## config.mk

```make
export PLATFORM = sky130hd
export DESIGN_NAME = itoa_ctrl
export DESIGN_NICKNAME = d
export VERILOG_FILES = /design/src/design/itoa_pkg.sv /design/src/design/itoa_ctrl.sv
export SDC_FILE = /design/constraint.sdc
export NUM_CORES = 1
export LEC_CHECK = 0
export BUFFER_PORTS_ARGS = -buffer_cell sky130_fd_sc_hd__buf_4
export CAP_MARGIN = 5
export CORE_AREA = 3 3 40 42
export CTS_BUF_LIST = sky130_fd_sc_hd__clkbuf_8
export DETAILED_ROUTE_END_ITERATION = 12
export DIE_AREA = 0 0 43 45
export SLEW_MARGIN = 20
export SYNTH_ARGS = -nofsm -noshare
export SYNTH_HDL_FRONTEND = slang
export SYNTH_SLANG_ARGS = --single-unit
```

## constraint.sdc

```tcl
create_clock -name clk -period 3.65 [get_ports clk]
set_input_delay 0.365 -clock clk [delete_from_list [all_inputs] [get_ports clk]]
set_output_delay 0.365 -clock clk [all_outputs]
set_load 0.02 [all_outputs]
```

## src/design/itoa_pkg.sv

```systemverilog
// shared constants and controller/datapath command and status types
// for the signed integer to decimal text converter; no dependencies
package itoa_pkg;

	localparam int MAX_DIGITS = 10;
	localparam int CNT_W = $clog2(MAX_DIGITS + 1);
	localparam int IDX_W = (MAX_DIGITS > 1) ? $clog2(MAX_DIGITS) : 1;

	localparam logic [7:0] CHAR_ZERO = 8'd48;
	localparam logic [7:0] CHAR_MINUS = 8'd45;
	localparam logic [31:0] DIV10_RECIP = 32'hCCCC_CCCD;
	localparam int DIV10_SHIFT = 35;

	typedef struct packed {
		logic load;
		logic conv;
		logic pop;
		logic sel_sign;
	} dp_cmd_t;

	typedef struct packed {
		logic conv_done;
		logic neg;
		logic last_digit;
	} dp_sts_t;

endpackage

```

## src/design/itoa_ctrl.sv

```systemverilog
// controller: sequences load, conversion steps and character beats
// depends on itoa_pkg
module itoa_ctrl (
	input logic clk,
	input logic arst_n,
	input logic in_valid,
	output logic in_ready,
	output logic out_valid,
	input logic out_ready,
	output itoa_pkg::dp_cmd_t cmd,
	input itoa_pkg::dp_sts_t sts
);

	localparam logic [1:0] S_IDLE = 2'd0;
	localparam logic [1:0] S_CONV = 2'd1;
	localparam logic [1:0] S_SIGN = 2'd2;
	localparam logic [1:0] S_EMIT = 2'd3;

	logic [1:0] state_q;
	logic [1:0] state_nx;

	always_comb begin
		state_nx = state_q;
		in_ready = 1'b0;
		out_valid = 1'b0;
		cmd = '0;
		unique case (state_q)
			S_IDLE: begin
				in_ready = 1'b1;
				if (in_valid) begin
					cmd.load = 1'b1;
					state_nx = S_CONV;
				end
			end
			S_CONV: begin
				cmd.conv = 1'b1;
				if (sts.conv_done) begin
					state_nx = sts.neg ? S_SIGN : S_EMIT;
				end
			end
			S_SIGN: begin
				out_valid = 1'b1;
				cmd.sel_sign = 1'b1;
				if (out_ready) begin
					state_nx = S_EMIT;
				end
			end
			S_EMIT: begin
				out_valid = 1'b1;
				if (out_ready) begin
					if (sts.last_digit) begin
						state_nx = S_IDLE;
					end else begin
						cmd.pop = 1'b1;
					end
				end
			end
			default: begin
				state_nx = S_IDLE;
			end
		endcase
	end

	always_ff @(posedge clk or negedge arst_n) begin
		if (!arst_n) begin
			state_q <= S_IDLE;
		end else begin
			state_q <= state_nx;
		end
	end

endmodule

```

### After elaboration in Yosys (flattened, before gate mapping)

Index checks and enable logic that the tools add are counted.

| operators by class | value |
|---|---|
| equality and inequality tests | 8 |
| muxes and demuxes | 16 |
| reduce and logical (&&, ||, !) cells | 3 |

Operators with widths:

| cell | number |
|---|---|
| two-way mux 1 bit | 10 |
| two-way mux 2 bit | 5 |
| inequality test 2 bit, second input constant | 5 |
| case mux 2 bit (4 select lines) | 1 |
| AND reduction 5 bit | 1 |
| equality test 2 bit, second input constant | 2 |
| equality test 2 x 1 -> 1 bit, second input constant | 1 |
| logical NOT 2 bit | 1 |
| OR reduction 2 bit | 1 |

| word-level totals | value |
|---|---|
| bits in registers | 2 |
| output and inout port bits | 6 |
| logic and storage cells | 28 |

### Depth between registers and ports, before layout

| depth | value |
|---|---|
| depth in word-level cells | 3 |
| depth in mapped cells | 5 |
| mapped depth without buffers | 5 |

### Worst setup path before layout

OpenSTA, ideal clock, no wires.

| timing path | value |
|---|---|
| path kind | reg-to-reg |
| start | reg state_q[1] |
| end | reg state_q[1] |
| setup time | 0.128 ns |
| arrival | 1.578 ns |
| setup slack | 1.945 ns |
| stages on the path, launching flop included | 6 |
| buffers on the path | 0 |
| path through | dfrtp_1 inv_1 ha_1 nor2b_1 a2111oi_4 mux2_1 |

| on the way | value |
|---|---|
| longest elaborated chain between the ends | 3 |

RTL lines:

| what | RTL line | source |
|---|---|---|
| start, declared | itoa_ctrl.sv:19 | `logic [1:0] state_q;` |
| start signal, assigned | itoa_ctrl.sv:68 | `state_q <= state_nx;` |
| equality test 2 x 1 -> 1 bit (tied with other cells) | itoa_ctrl.sv:27 | `unique case (state_q)` |
| inequality test 2 bit (no source line) | n/a |  |
| AND reduction 5 bit (no source line) | n/a |  |

Parallel ways exist; a longest one is shown, timed or not.
A chain may end at the register's enable or synchronous reset.

### Worst setup path in the final report

| timing path | value |
|---|---|
| start | reg state_q[0] |
| end | out out_valid |

| on the way | value |
|---|---|
| longest elaborated chain between the ends | 3 |

RTL lines:

| what | RTL line | source |
|---|---|---|
| equality test 2 bit | itoa_ctrl.sv:27 |  |
| OR reduction 2 bit (no source line) * | n/a |  |
| two-way mux 1 bit * | itoa_ctrl.sv:27 |  |
| end, declared | itoa_ctrl.sv:8 | `output logic out_valid,` |

Every way passes the cells marked *; elsewhere a longest branch is shown, timed or not.

==> results.yml <==
worst_setup_path:
  crit_buf_inv: 2
  crit_type: "reg -> out"
  cp.required_ns: 3.28
  max_stage_delay_ns: 0.37
  end_kind: "output pin"
  crit_slowest_cell: "dfrtp_1"
  reg2reg_from: "state_q[1]$_DFFE_PN0P_"
  crit_path_max_fanout: 4
  cp-start-kind: "flop"
  cp.arrival_ns: 1.34
  path_cells: "inv_1, ha_1, or2_2, buf_4"
  cp_top_family: "flip-flops"
  startpoint: "state_q[0]$_DFFE_PN0P_"
global_route:
  grt_max_degree: 6
  first_global_vias: 197
  overflow: 0
  antenna_found_initial: 0
  grt.total_usage: 0.0550
  grt_pass1_wl_um: 745
synthesis:
  synth_area_leaders: "dfrtp_1 (23%), ha_1 (23%), a2111oi_4 (13%), nor2b_1 (8.7%), and3b_1 (8.1%)"
  ys_ff_latch: 2
  syn_avg_cell_area_um2: 10.8
  netlist.top_cell.by_area: "dfrtp_1"
  synth_top_family_by_area: "simple AND/OR/NAND/NOR gates"
  synth_xor_area_frac: 0
  yosysWarnings: 0
  syn_nets: 31
  netlist_instances: 20
  synth_fa_ha_area_frac: 0.231
  synth.mux.area_fraction: 0.0983
  yosys.area_share.simple: 0.243
  ys_types: 12
  synth_seq_area_share: 0.231
  syn_area_um2: 216
  yosysTopAreaCellShare: 0.231
  synth_compound_area_frac: 0.162
layout:
  final_cell_mix: "buf_4 (12), ha_1 (4), nor2b_1 (3), clkbuf_8 (3)"
  reg_top3: "state_q: 2 flops"
  layout-drive-gt1-share: 0.472
  n_fill_cell: 139
  final_common_cell: "buf_4"
  largest_register: "state_q"
  nets: 49
  num_antenna_cells: 0
  syn_to_final_growth_pct: 74.0
  largest_register_ffs: 2
clock_tree:
  clock_tree.buffer_depth: 2
  cts_made_buffers: 3
  insertion_delay_ns: 0.21
  cts.sinks: 2
  cts_htree_levels: 1
  cts_root_buffer: "clkbuf_8"
  post_cts_buffers: 0
  clk_pin_slew_ns: 0.03
  cts_tree: "done"
sta:
  fin_crit_sh: 0.466
  fin_tns_setup_ns: 0
  clock_skew_ns: 0.00242
  final_hold_viol_count: 0
  rsz0062_at_grt: "no"
  period_minus_slack_ns: 1.70
  relSlewSlack: 0.800
  worst_pin_slew_ns: 0.300
  max_freq_mhz: 588
  drv_slew: 0
  setup_viol_count_final: 0
  fin_ws_ns: 1.95
detailed_routing:
  vias: 203
  route.detailed.vias_per_inst: 3.98
  drt_wl_total_um: 440
  first_pass_iters: 2
  antenna_left: 0
  drc_errors: 0
  wl_per_cell_um: 8.63
  drt_iter0_markers: 7
worst_hold_path:
  hp-class: "in -> async"
placement:
  place_congestion: 0.655
  io_buffers: 12
  pre_cts_slack_ns: 1.94
floorplan:
  pin_count: 13
  die_h_um: 45
  die-area_um2: 1940
  start_util: 0.168
  core_area_um2: 1280
  dieWidth_um: 43
  std_cell_rows: 13
pwr:
  p_leak_nw: 0.198
  ir_drop_v: 0.000483
  power_w: 0.000349
  power_density_nw_per_um2: 927
flow_run:
  max_cap_viol_count: 0
outcome:
  outcome: "complete, no violations"
==> logic make-up after synthesis <==
kind of cell             count (synthesis)
buffers and inverters                    2
flip-flops                               2
AND/OR/NAND/NOR                          8
AO/OA/AOI/OAI                            2
adder cells (fa/ha/maj)                  4
multiplexers                             2
==> timing repair <==
item                                    CTS  global route
hold buffers                              1             0
resized for setup                         0             0
endpoints found under the setup margin    0             0
endpoints found under the hold margin     2             0
==> synth_stat cells <==
cell type  number
nand2_1         1
and2_1          1
a2111oi_4       1
and3b_1         2
nor2b_1         3
inv_1           2
a211oi_1        1
dfrtp_1         2
mux2i_1         1
ha_1            4
mux2_1          1
or2_2           1
==> per-layer routing <==
layer,vias up,track usage,part of all wire
li1,101,-,-
met1,90,0.0554,0.38
met2,12,0.0838,0.48
met3,0,0.0478,0.15
met4,0,0.0181,0
met5,-,0,0
==> worst reg2reg max path, stage by stage, from the launching register on <==
cell and delay [ns]:
dfrtp_1 0.40, inv_1 0.08, ha_1 0.21, nor2b_1 0.16, a2111oi_4 0.36, mux2_1 0.36
==> through the flow <==
stage                     hold slack (ns)  utilization  area, um^2  cells
after floorplan                    0.0694            -         216     20
after global placement              0.150        0.253         325     47
after detailed placement            0.150        0.253         325     47
after CTS                           0.471        0.293         377     51
after global routing                0.483        0.293         377     51
final                               0.476        0.293         377     51
==> power by group <==
part	total [W]	switching (W)	leakage [nW]	internal [W]
Sequential	0.0000486	0.0000132	0.0234	0.0000354
Combinational	0.000214	0.000107	0.153	0.000108
Clock	0.0000864	0.0000168	0.0216	0.0000696
==> path summary, 6_finish.rpt <==
check / endpoint / slack, ns / cells past startpoint
setup / recovery: out_valid / 1.95 / 4
hold / removal: state_q[1]$_DFFE_PN0P_ / 0.48 / 2
setup reg to reg: state_q[1]$_DFFE_PN0P_ / 1.96 / 5
hold reg to reg: state_q[1]$_DFFE_PN0P_ / 0.59 / 1
max in group asynchronous: state_q[0]$_DFFE_PN0P_ / 3.08 / 2
min in group clk: state_q[1]$_DFFE_PN0P_ / 0.59 / 1
==> final cells by class <==
type                    instances  area, um^2  area share
inverters                       2        7.51      0.0199
multi-input cells              16         159       0.422
well taps                      15        18.8      0.0498
repair buffers                 13         100       0.266
flip-flops and latches          2        50.0       0.133
clock buffers                   3        41.3       0.110
No activity file was read; power rests on OpenSTA's default activity.
